<file path="src/rtl/afp_pkg.sv">
package afp_pkg;

  localparam int unsigned POSITION_BITS = 32;
  localparam logic [POSITION_BITS-1:0] POS_MAX = '1;
  localparam logic [POSITION_BITS-1:0] HDR_LEN = POSITION_BITS'(64);
  localparam logic [15:0] BLOCK_HEAD = 16'd16;
  localparam logic [15:0] ADPCM_SKIP = 16'd24;
  localparam logic [15:0] ADPCM_BLOCK_LEN = 16'd344;  // 328 payload plus 16 head
  localparam logic [31:0] CRC_POLY = 32'hedb88320;
  localparam logic [7:0] OPUS_CODE_RST = 8'd2;
  localparam logic [7:0] ADPCM_CODE_RST = 8'd1;
  localparam int unsigned FIFO_DEPTH = 4;
  localparam int unsigned TDATA_W = 192;

  typedef enum logic [2:0] {
    ST_PAYLOAD = 3'd0,
    ST_OK      = 3'd1,
    ST_HDR_ERR = 3'd2,
    ST_CRC_ERR = 3'd3,
    ST_BLK_ERR = 3'd4,
    ST_CNT_ERR = 3'd5
  } status_e;

  typedef enum logic {
    REG_OPUS  = 1'b0,
    REG_ADPCM = 1'b1
  } reg_idx_e;

  typedef struct packed {
    logic [7:0]  version;
    logic [15:0] session;
    logic [47:0] call;
    logic [31:0] start_time;
    logic [31:0] frame_time;
    logic [31:0] frame_len;
    logic [15:0] blocks;
    logic [31:0] crc_want;
    logic [7:0]  depth;
  } hdr_t;

  typedef struct packed {
    status_e     status;
    logic        last_blk;
    logic [TDATA_W-1:0] data;
  } result_t;

  function automatic logic [31:0] crc32_byte(logic [31:0] c, logic [7:0] b);
    logic [31:0] x;
    x = c ^ {24'd0, b};
    for (int i = 0; i < 8; i++) begin
      x = x[0] ? ((x >> 1) ^ CRC_POLY) : (x >> 1);
    end
    return x;
  endfunction

  function automatic logic [7:0] marker_byte(logic [15:0] o);
    logic [7:0] m;
    case (o)
      16'd11:  m = 8'h3d;
      16'd12:  m = 8'h14;
      16'd13:  m = 8'h00;
      16'd14:  m = 8'he0;
      default: m = 8'h3d;
    endcase
    return m;
  endfunction

endpackage

</file>
<file path="src/rtl/afp_out_fifo.sv">
module afp_out_fifo (
  input  logic              clk_i,
  input  logic              rst_ni,
  input  logic [1:0]        wr_n_i,
  input  afp_pkg::result_t  item_a_i,
  input  afp_pkg::result_t  item_b_i,
  output logic              room_o,
  output logic              valid_o,
  input  logic              pop_i,
  output afp_pkg::result_t  item_o
);
  import afp_pkg::*;

  localparam int unsigned PW = $clog2(FIFO_DEPTH);

  result_t         mem_q [FIFO_DEPTH];
  logic [PW-1:0]   wp_q, rp_q;
  logic [PW:0]     cnt_q, cnt_d;
  logic            pop;

  assign pop     = pop_i && valid_o;
  assign valid_o = cnt_q != '0;
  assign room_o  = cnt_q <= (PW+1)'(FIFO_DEPTH - 2);
  assign item_o  = mem_q[rp_q];
  assign cnt_d   = cnt_q + (PW+1)'(wr_n_i) - (PW+1)'(pop);

  always_ff @(posedge clk_i) begin
    if (wr_n_i != 2'd0) mem_q[wp_q] <= item_a_i;
    if (wr_n_i == 2'd2) mem_q[wp_q + PW'(1)] <= item_b_i;
  end

  always_ff @(posedge clk_i or negedge rst_ni) begin
    if (!rst_ni) begin
      wp_q  <= '0;
      rp_q  <= '0;
      cnt_q <= '0;
    end else begin
      wp_q  <= wp_q + PW'(wr_n_i);
      rp_q  <= rp_q + PW'(pop);
      cnt_q <= cnt_d;
    end
  end

`ifndef SYNTHESIS
  a_cnt_bound: assert property (@(posedge clk_i) disable iff (!rst_ni)
    cnt_q <= (PW+1)'(FIFO_DEPTH)) else $error("fifo count overflow");
  a_no_overfill: assert property (@(posedge clk_i) disable iff (!rst_ni)
    (wr_n_i != 2'd0) |-> room_o) else $error("write without room");
  a_pop_drain: assert property (@(posedge clk_i) disable iff (!rst_ni)
    (pop && wr_n_i == 2'd0) |=> cnt_q == $past(cnt_q) - (PW+1)'(1))
    else $error("pop did not drain");
`endif

endmodule

</file>
<file path="src/rtl/audio_frame_parser.sv">
// channel   dir  handshake              contents
// s_axis    in   tvalid/tready          tdata frame byte, tlast end of frame
// m_axis    out  tvalid/tready          tuser status, tdata fields, tlast block end
// cfg       in   cfg_we_i, no ready     cfg_idx_i register, cfg_data_i value
//
// one byte per cycle: header capture, crc update and block walk are all
// done in the accept cycle and the results land in a 4-entry output queue
// each byte gives zero, one or two words; input stalls only when the queue
// has fewer than two free slots
// reset clears frame state and queue and restores the codec codes
module audio_frame_parser (
  input  logic        clk_i,
  input  logic        rst_ni,
  input  logic        s_axis_tvalid,
  output logic        s_axis_tready,
  input  logic [7:0]  s_axis_tdata,   // [7:0] data_byte
  input  logic        s_axis_tlast,   // end_of_frame
  output logic        m_axis_tvalid,
  input  logic        m_axis_tready,
  // [7:0] payload_byte, [8] codec_is_adpcm, [24:9] start_sample,
  // [32:25] start_index, [48:33] session_id, [96:49] station_call,
  // [128:97] start_time, [160:129] frame_time, [176:161] declared_blocks,
  // [184:177] jitter_depth, rest zero
  output logic [afp_pkg::TDATA_W-1:0] m_axis_tdata,
  output logic [2:0]  m_axis_tuser,   // status
  output logic        m_axis_tlast,   // last_of_block
  input  logic        cfg_we_i,
  input  logic        cfg_idx_i,
  input  logic [7:0]  cfg_data_i
);
  import afp_pkg::*;

  logic [7:0] opus_code_q, adpcm_code_q;

  // frame state
  logic [POSITION_BITS-1:0] pos_q, pos_d;
  logic [31:0] crc_q, crc_d;
  hdr_t        hdr_q, hdr_d;
  logic [15:0] off_q, off_d, blen_q, blen_d, ilen_q, ilen_d;
  logic [7:0]  codec_q, codec_d;
  logic [23:0] astart_q, astart_d;
  logic [15:0] seen_q, seen_d;
  logic        err_q, err_d;

  logic        accept;
  logic [1:0]  wr_n;
  result_t     pay_item, stat_item, item_a, item_b, out_item;
  logic        emit, is_adpcm, is_opus;
  status_e     verdict;
  logic [7:0]  b;

  assign accept = s_axis_tvalid && s_axis_tready;
  assign b      = s_axis_tdata;

  always_ff @(posedge clk_i or negedge rst_ni) begin
    if (!rst_ni) begin
      opus_code_q  <= OPUS_CODE_RST;
      adpcm_code_q <= ADPCM_CODE_RST;
    end else if (cfg_we_i) begin
      unique case (reg_idx_e'(cfg_idx_i))
        REG_OPUS:  opus_code_q  <= cfg_data_i;
        REG_ADPCM: adpcm_code_q <= cfg_data_i;
        default:   opus_code_q  <= cfg_data_i;
      endcase
    end
  end

  always_comb begin
    pos_d    = pos_q;
    crc_d    = crc_q;
    hdr_d    = hdr_q;
    off_d    = off_q;
    blen_d   = blen_q;
    ilen_d   = ilen_q;
    codec_d  = codec_q;
    astart_d = astart_q;
    seen_d   = seen_q;
    err_d    = err_q;
    emit     = 1'b0;
    is_adpcm = codec_q == adpcm_code_q;
    is_opus  = !is_adpcm && codec_q == opus_code_q;

    if (pos_q < HDR_LEN) begin
      // little-endian header capture
      case (pos_q[5:0])
        6'd0:  hdr_d.version = b;
        6'd6:  hdr_d.session[7:0] = b;
        6'd7:  hdr_d.session[15:8] = b;
        6'd10: hdr_d.call[7:0] = b;
        6'd11: hdr_d.call[15:8] = b;
        6'd12: hdr_d.call[23:16] = b;
        6'd13: hdr_d.call[31:24] = b;
        6'd14: hdr_d.call[39:32] = b;
        6'd15: hdr_d.call[47:40] = b;
        6'd22: hdr_d.start_time[7:0] = b;
        6'd23: hdr_d.start_time[15:8] = b;
        6'd24: hdr_d.start_time[23:16] = b;
        6'd25: hdr_d.start_time[31:24] = b;
        6'd26: hdr_d.frame_time[7:0] = b;
        6'd27: hdr_d.frame_time[15:8] = b;
        6'd28: hdr_d.frame_time[23:16] = b;
        6'd29: hdr_d.frame_time[31:24] = b;
        6'd30: hdr_d.frame_len[7:0] = b;
        6'd31: hdr_d.frame_len[15:8] = b;
        6'd32: hdr_d.frame_len[23:16] = b;
        6'd33: hdr_d.frame_len[31:24] = b;
        6'd34: hdr_d.blocks[7:0] = b;
        6'd35: hdr_d.blocks[15:8] = b;
        6'd36: hdr_d.crc_want[7:0] = b;
        6'd37: hdr_d.crc_want[15:8] = b;
        6'd38: hdr_d.crc_want[23:16] = b;
        6'd39: hdr_d.crc_want[31:24] = b;
        6'd40: hdr_d.depth = b;
        default: ;
      endcase
    end else begin
      crc_d = crc32_byte(crc_q, b);
      // block walk stops after the first block error
      if (!err_q) begin
        if (off_q == 16'd0) begin
          blen_d   = '0;
          ilen_d   = '0;
          codec_d  = '0;
          astart_d = '0;
        end
        if (off_q == 16'd2) blen_d = {8'd0, b};
        else if (off_q == 16'd3) begin
          blen_d = {b, blen_q[7:0]};
          if (blen_d < BLOCK_HEAD) err_d = 1'b1;
        end else if (off_q == 16'd8) codec_d = b;
        else if (off_q == 16'd9) ilen_d = {8'd0, b};
        else if (off_q == 16'd10) begin
          ilen_d = {b, ilen_q[7:0]};
          if (ilen_d != blen_q - 16'd8) err_d = 1'b1;
        end else if (off_q >= 16'd11 && off_q <= 16'd15) begin
          if (b != marker_byte(off_q)) err_d = 1'b1;
          if (off_q == 16'd15 && is_adpcm && blen_q != ADPCM_BLOCK_LEN) err_d = 1'b1;
        end else if (is_adpcm && off_q == 16'd18) astart_d[7:0] = b;
        else if (is_adpcm && off_q == 16'd19) astart_d[15:8] = b;
        else if (is_adpcm && off_q == 16'd20) astart_d[23:16] = b;

        if (!err_d) begin
          emit = (is_opus && off_q >= BLOCK_HEAD) || (is_adpcm && off_q >= ADPCM_SKIP);
          if (off_q >= 16'd3 && {1'b0, off_q} + 17'd1 == {1'b0, blen_d}) begin
            seen_d = seen_q + 16'd1;
            off_d  = '0;
          end else begin
            off_d = off_q + 16'd1;
          end
        end
      end
    end
    if (pos_q != POS_MAX) pos_d = pos_q + POSITION_BITS'(1);

    // verdict, in priority order
    if (pos_q == POS_MAX || pos_q < HDR_LEN - POSITION_BITS'(1) || hdr_d.version != 8'd1 ||
        hdr_d.frame_len != 32'(pos_q + POSITION_BITS'(1)))
      verdict = ST_HDR_ERR;
    else if (~crc_d != hdr_d.crc_want)
      verdict = ST_CRC_ERR;
    else if (err_d || off_d != 16'd0)
      verdict = ST_BLK_ERR;
    else if (seen_d != hdr_d.blocks)
      verdict = ST_CNT_ERR;
    else
      verdict = ST_OK;

    pay_item          = '0;
    pay_item.status   = ST_PAYLOAD;
    pay_item.last_blk = {1'b0, off_q} + 17'd1 == {1'b0, blen_d};
    pay_item.data[7:0] = b;
    if (is_adpcm) begin
      pay_item.data[8]     = 1'b1;
      pay_item.data[24:9]  = astart_d[15:0];
      pay_item.data[32:25] = astart_d[23:16];
    end

    stat_item              = '0;
    stat_item.status       = verdict;
    stat_item.data[48:33]  = hdr_d.session;
    stat_item.data[96:49]  = hdr_d.call;
    stat_item.data[128:97] = hdr_d.start_time;
    stat_item.data[160:129] = hdr_d.frame_time;
    stat_item.data[176:161] = hdr_d.blocks;
    stat_item.data[184:177] = hdr_d.depth;

    item_a = emit ? pay_item : stat_item;
    item_b = stat_item;
    wr_n   = accept ? (2'(emit) + 2'(s_axis_tlast)) : 2'd0;
  end

  always_ff @(posedge clk_i or negedge rst_ni) begin
    if (!rst_ni) begin
      pos_q    <= '0;
      crc_q    <= '1;
      hdr_q    <= '0;
      off_q    <= '0;
      blen_q   <= '0;
      ilen_q   <= '0;
      codec_q  <= '0;
      astart_q <= '0;
      seen_q   <= '0;
      err_q    <= 1'b0;
    end else if (accept) begin
      if (s_axis_tlast) begin
        // verdict given, back to a clean frame
        pos_q    <= '0;
        crc_q    <= '1;
        hdr_q    <= '0;
        off_q    <= '0;
        blen_q   <= '0;
        ilen_q   <= '0;
        codec_q  <= '0;
        astart_q <= '0;
        seen_q   <= '0;
        err_q    <= 1'b0;
      end else begin
        pos_q    <= pos_d;
        crc_q    <= crc_d;
        hdr_q    <= hdr_d;
        off_q    <= off_d;
        blen_q   <= blen_d;
        ilen_q   <= ilen_d;
        codec_q  <= codec_d;
        astart_q <= astart_d;
        seen_q   <= seen_d;
        err_q    <= err_d;
      end
    end
  end

  afp_out_fifo u_out_fifo (
    .clk_i    (clk_i),
    .rst_ni   (rst_ni),
    .wr_n_i   (wr_n),
    .item_a_i (item_a),
    .item_b_i (item_b),
    .room_o   (s_axis_tready),
    .valid_o  (m_axis_tvalid),
    .pop_i    (m_axis_tready),
    .item_o   (out_item)
  );

  assign m_axis_tdata = out_item.data;
  assign m_axis_tuser = out_item.status;
  assign m_axis_tlast = out_item.last_blk;

endmodule
</file>
<file path="config.mk">
export PLATFORM = sky130hd
export DESIGN_NAME = audio_frame_parser
export DESIGN_NICKNAME = d
export VERILOG_FILES = /design/src/rtl/afp_pkg.sv /design/src/rtl/afp_out_fifo.sv /design/src/rtl/audio_frame_parser.sv
export SDC_FILE = /design/constraint.sdc
export NUM_CORES = 2
export LEC_CHECK = 0
export ABC_AREA = 1
export CAP_MARGIN = 5
export CELL_PAD_IN_SITES_DETAIL_PLACEMENT = 2
export CELL_PAD_IN_SITES_GLOBAL_PLACEMENT = 2
export CORE_UTILIZATION = 34
export DETAILED_ROUTE_END_ITERATION = 6
export DONT_BUFFER_PORTS = 1
export GPL_TIMING_DRIVEN = 0
export PLACE_DENSITY = 0.7
export SYNTH_ARGS = -nofsm -noshare
export SYNTH_HDL_FRONTEND = slang
export SYNTH_SLANG_ARGS = --single-unit
</file>
<file path="constraint.sdc">
create_clock -name clk_i -period 13.9 [get_ports clk_i]
set_input_delay 1.39 -clock clk_i [delete_from_list [all_inputs] [get_ports clk_i]]
set_output_delay 1.39 -clock clk_i [all_outputs]
set_load 0.01 [all_outputs]
</file>
**Word-level counts from Yosys, hierarchy flattened**

Memories as Yosys holds them, arrays and structs flattened.
Index checks and enable logic that the tools add are counted.

- RAM bits: 784
- Word-level logic and storage cells: 270
- Input bits: 23
- Register bits: 408
- Bits in latches: 0
- Memories kept: 1
- ROM bits: 0
- Output and inout bits: 198

- Multiplexer cells: 129
- Add/subtract/negate cells: 11
- Shift-type cells: 0
- Eq/ne operators: 56
- Multiply operators: 0
- $lt $le $gt $ge: 9
- Div/mod/pow operators: 0
- Reduce and logical (&&, ||, !) cells: 29
- Bitwise logic cells: 11

Memory list:

| name | words | bits a word | rd ports | clocked after Yosys merged registers in | wr ports | line | text |
|---|---|---|---|---|---|---|---|
| u_out_fifo.mem_q | 4 | 196 | 1 | 0 | 2 | afp_out_fifo.sv:16 | `result_t mem_q [FIFO_DEPTH];` |

Operator list:

| kind | count |
|---|---|
| two-way mux 16 bit | 28 |
| two-way mux 224 bit | 2 |
| two-way mux 32 bit | 12 |
| two-way mux 8 bit | 47 |
| two-way mux 24 bit | 10 |
| two-way mux 196 bit | 1 |
| == test 16 x 4 -> 1 bit (second input constant) | 7 |
| inverter 13 -> 14 bit | 8 |
| != test 32 bit | 2 |
| == test 6 x 5 -> 1 bit (second input constant) | 10 |
| == test 6 bit (second input constant) | 9 |
| == test 16 x 5 -> 1 bit (second input constant) | 3 |
| == test 6 x 4 -> 1 bit (second input constant) | 6 |
| == test 17 x 16 -> 1 bit | 2 |
| adder 16 x 1 -> 16 bit (second input constant) | 2 |
| adder 32 x 1 -> 32 bit (second input constant) | 1 |
| == test 16 x 2 -> 1 bit (second input constant) | 2 |
| == test 32 bit (second input constant) | 1 |
| >= comparator 16 x 5 -> 1 bit (second input constant) | 2 |
| less-than comparator 32 x 6 -> 1 bit (second input constant) | 1 |
| less-than comparator 32 x 7 -> 1 bit (second input constant) | 1 |
| != test 16 bit | 2 |
| != test 32 bit (second input constant) | 1 |
| inverter 32 bit | 1 |
| 39 further kinds | 84 |

**Depth between registers and ports, before layout**

- Word-level depth: 30
- Mapped depth: 30
- Gate-level depth less buffers: 27

**Cells and area by module**

A second synthesis with hierarchy kept.

- Cells, all modules: 8,004
- Area total of the unflattened synthesis: 64,506.9 µm²

By module, submodules not included:

| module | sequential area each (µm²) | instances | cells an instance | area an instance (µm²) |
|---|---|---|---|---|
| afp_out_fifo | 23,717.7 | 1 | 4,090 | 38,054.0 |
| audio_frame_parser | 9,877.0 | 1 | 3,914 | 26,452.9 |

**Worst setup path before layout**

No wires, ideal clock.

- Path type: input to register
- Start point: input s_axis_tdata[6]
- End point: memory u_out_fifo.mem_q[1][10] (netlist bit)
- Setup slack: 5,293 ps
- Required time: 13,772 ps
- Setup time: 128 ps
- Arrival: 8,478 ps
- Buffers on the path: 4
- Stages on the path: 24
- Path through: clkbuf_1 xor2_1 nand3b_1 nand2_1 nor2_1 nand4_1 nand3_1 nand3_1 buf_2 a21oi_1 buf_2 ha_1 inv_1 nor2_1 inv_1 nor2_1 inv_1 nor3_1 inv_1 nand2_1 clkinv_1 clkbuf_1 nand2_1 o21ai_0

RTL lines:

| item | line | text |
|---|---|---|
| start: declaration | audio_frame_parser.sv:16 | `input logic [7:0] s_axis_tdata,` |
| end: declaration | afp_out_fifo.sv:16 |  |

==> results.cfg <==
[synth]
ys_types = 57
synth_area_um2 = 55300
postSynthAreaPerCell_um2 = 8.74
ys_ff_latch = 1156
synth.yosys.seq_area_share_pct = 56.8
synthesis.instances = 6326
async_flop_share_pct = 34.6
synth_edf_count = 620
dominantRegCellSynth = edfxtp_1
ys_warn_count = 0
yosys-top-cells-area = edfxtp_1, dfrtp_1, nor2_1, o21ai_0, nand2_1
synth_area_leader_cell = edfxtp_1
synth_top_area_share_pct = 33.7

[global_route]
gr-total-overflow = 0
antenna_found_initial = 16
grt_pass1_wl_mm = 351
grt_pass1_vias = 51300
grt_usage_pct = 29.0
grt_max_degree = 401

[drt]
first_pass_iters = 5
vias_per_cell = 5.52
drt_iter0_markers = 3280
ant_nets = 0
routed_wl_mm = 239
wl_per_cell_um = 27.3
vias = 48400
drc = 0

[clock_tree]
cts_hold_buf = 0
tritoncts = yes
clock_latency_ps = 790
ctsResizeCount = 0
cts_buffers = 140
cts_max_level = 4
clkTransAtPathRegs_ps = 60
clockBufferDepth = 3
cts-root-buf = clkbuf_16
clock_sinks = 1156
cts_setup_buffers = 0

[setup_path]
path_class = register to register
required_ps = 14390
slowest_stage = a21oi_1
worstSetupStartpointType = register
slowest_delay_ps = 580
worstSetupEndpointType = register
path_common_cell = nor2_1
arrival_ps = 7570
critPathMaxFanout = 52

[timing]
slew_viol_final = 139
worst-slew-pin-transition_ps = 1790
fin_crit_ps = 7080
tns_ps = 0
final.setup.worst_slack_ps = 6820
finalSetupViolCount = 0
fin_crit_sh_pct = 51.0
fin_skew_ps = 28.4
slew_headroom_pct = -19.2
max_freq_ghz = 0.141
rsz0062_at_grt = no
hold_viol = 0

[final_layout]
layout-drive-gt1-share_pct = 7.27
multi_input_area_um2 = 20500
seqCellArea_um2 = 31400
areaGrowthSynthToFinish_pct = 14.4
layout.nets = 6534
fillerInstances = 17900
utilization_pct = 39.3

[pwr]
peakVddDrop_v = 0.000172
finalPower_mw = 15.7
p_per_area_nw_per_um2 = 248
leakagePower_nw = 23.9

[place]
dp_slack_ps = 6030
post-dp-hpwl_mm = 166
gp_congestion = 0.879
io_buffers = 0

[status]
violations = max-slew violations
outcome = complete, but fails checks

[die]
dieArea_um2 = 164000
core_um2 = 161000
die_h_um = 405
pin_count = 221
die_w_um = 405
rows = 147
start_util_pct = 34.3

[run]
cap_violations = 0

[hold_path]
hp-class = input pin to async pin
## layer usage
| layer | part of all wire (%) | GRT usage, % | vias up |
|---|---|---|---|
| met2 | 48 | 48.4 | 1084 |
| met5 | 0.014 | 0 | - |
| met1 | 44 | 38.2 | 25300 |
| met3 | 5.6 | 5.27 | 321 |
| li1 | - | - | 21700 |
| met4 | 2.7 | 8.37 | 4 |
## state kept, by name (all words and copies together), names as in the netlist, 3 cells and up
signal and count:
adpcm_code_q 8, hdr_q 224, off_q 16, crc_q 32, ilen_q 8, u_out_fifo.mem_q 756
pos_q 32, seen_q 16, blen_q 16, opus_code_q 8, astart_q 24, codec_q 8
u_out_fifo.cnt_q 3
## Yosys cell counts (2+ instances only)
master        n
a211oi_1      2
a21oi_1      58
a22o_1        8
a22oi_1       5
a2bb2oi_1     2
buf_1        10
buf_2        92
buf_4        15
buf_6         3
clkbuf_1    279
clkinv_1      8
dfrtp_1     366
dfstp_2      34
dfxtp_1     136
edfxtp_1    620
ha_1         16
inv_1       446
inv_2        14
nand2_1    1051
nand2_2       8
nand2b_1      2
nand3_1     158
nand3_2      11
nand3b_1     13
nand4_1      61
nor2_1     1248
nor2_2       11
nor2_4        5
nor2_8        2
nor3_1       46
nor3_2        3
nor4_1        9
nor4b_1       2
o2111ai_1     4
o21ai_0     936
o21ai_1      27
o22ai_1     438
o31ai_1       5
or2_2         6
xnor2_1      40
xnor2_2       5
xnor2_4       3
xor2_1      104
## final timing paths
path,startpoint,to,slack (ps),depth (start not counted)
min reg2reg,u_out_fifo.mem_q[1][1],u_out_fifo.mem_q[1][1],460,2
max,off_q[0],u_out_fifo.mem_q[2][66],6820,26
max in group asynchronous,rst_ni,hdr_q[191],12160,0
min in group clk_i,u_out_fifo.mem_q[1][1],u_out_fifo.mem_q[1][1],460,2
max reg2reg,off_q[0],u_out_fifo.mem_q[2][66],6820,26
min,rst_ni,off_q[4],370,0
## worst max-delay path: cells and delay by family (launching register included)
kind / cells / cell delay [ps]
buffers and inverters: 9 / 2770
adder cells (fa/ha/maj): 2 / 660
AO/OA/AOI/OAI: 2 / 750
AND/OR/NAND/NOR: 13 / 2090
flip-flops: 1 / 470
## final cells by class
type	instances	area share [%]
Sequential cell	1156	49.7
Multi-Input combinational cell	4308	32.4
Clock buffer	214	6.61
Tap cell	2160	4.28
Inverter	469	2.79
Buffer	399	2.71
Clock inverter	47	0.813
Timing Repair Buffer	20	0.691
Antenna cell	6	0.0238
## layout by cell type, fill, tap and decap left out, types with 9 or more instances in the layout
master / count
nor2_1: 1248
nand2_1: 1047
o21ai_0: 936
edfxtp_1: 620
inv_1: 446
o22ai_1: 438
dfrtp_1: 366
clkbuf_1: 301
nand3_1: 158
clkbuf_16: 145
dfxtp_1: 136
xor2_1: 104
buf_2: 94
nand4_1: 61
a21oi_1: 58
nor3_1: 43
xnor2_1: 40
dfstp_2: 34
clkbuf_8: 29
o21ai_1: 27
clkinv_2: 26
clkbuf_2: 18
buf_4: 16
ha_1: 16
inv_2: 14
nand3b_1: 13
buf_16: 13
clkinv_1: 12
nor2_2: 11
nand3_2: 11
buf_1: 9
nor4_1: 9
## cell families after synthesis
logic type	after synthesis	share of synthesized area, %
and+or+nand+nor	2641	19.3
AOI/OAI and AO/OA	1490	14.7
DFF	1156	56.8
other	1	0.00678
buffers and inverters	868	6.25
xor gates and xnor gates	153	2.61
adders and majority gates	17	0.398
## power by group
part	leakage (nW)	internal (mW)	switching [mW]
Sequential	12.2	4.08	0.239
Combinational	9.40	1.88	5.72
Clock	2.31	2.20	1.57
Total	23.9	8.16	7.53
## per-stage QoR
stage	cell area [um^2]	cells	hold slack (ps)
after floorplan	55300	6332	423
final	63200	8779	366
after detailed placement	58500	8509	443
after global routing	63200	8773	319
after global placement	58000	8492	432
after CTS	63200	8770	299
No activity file was read; power rests on OpenSTA's default activity.
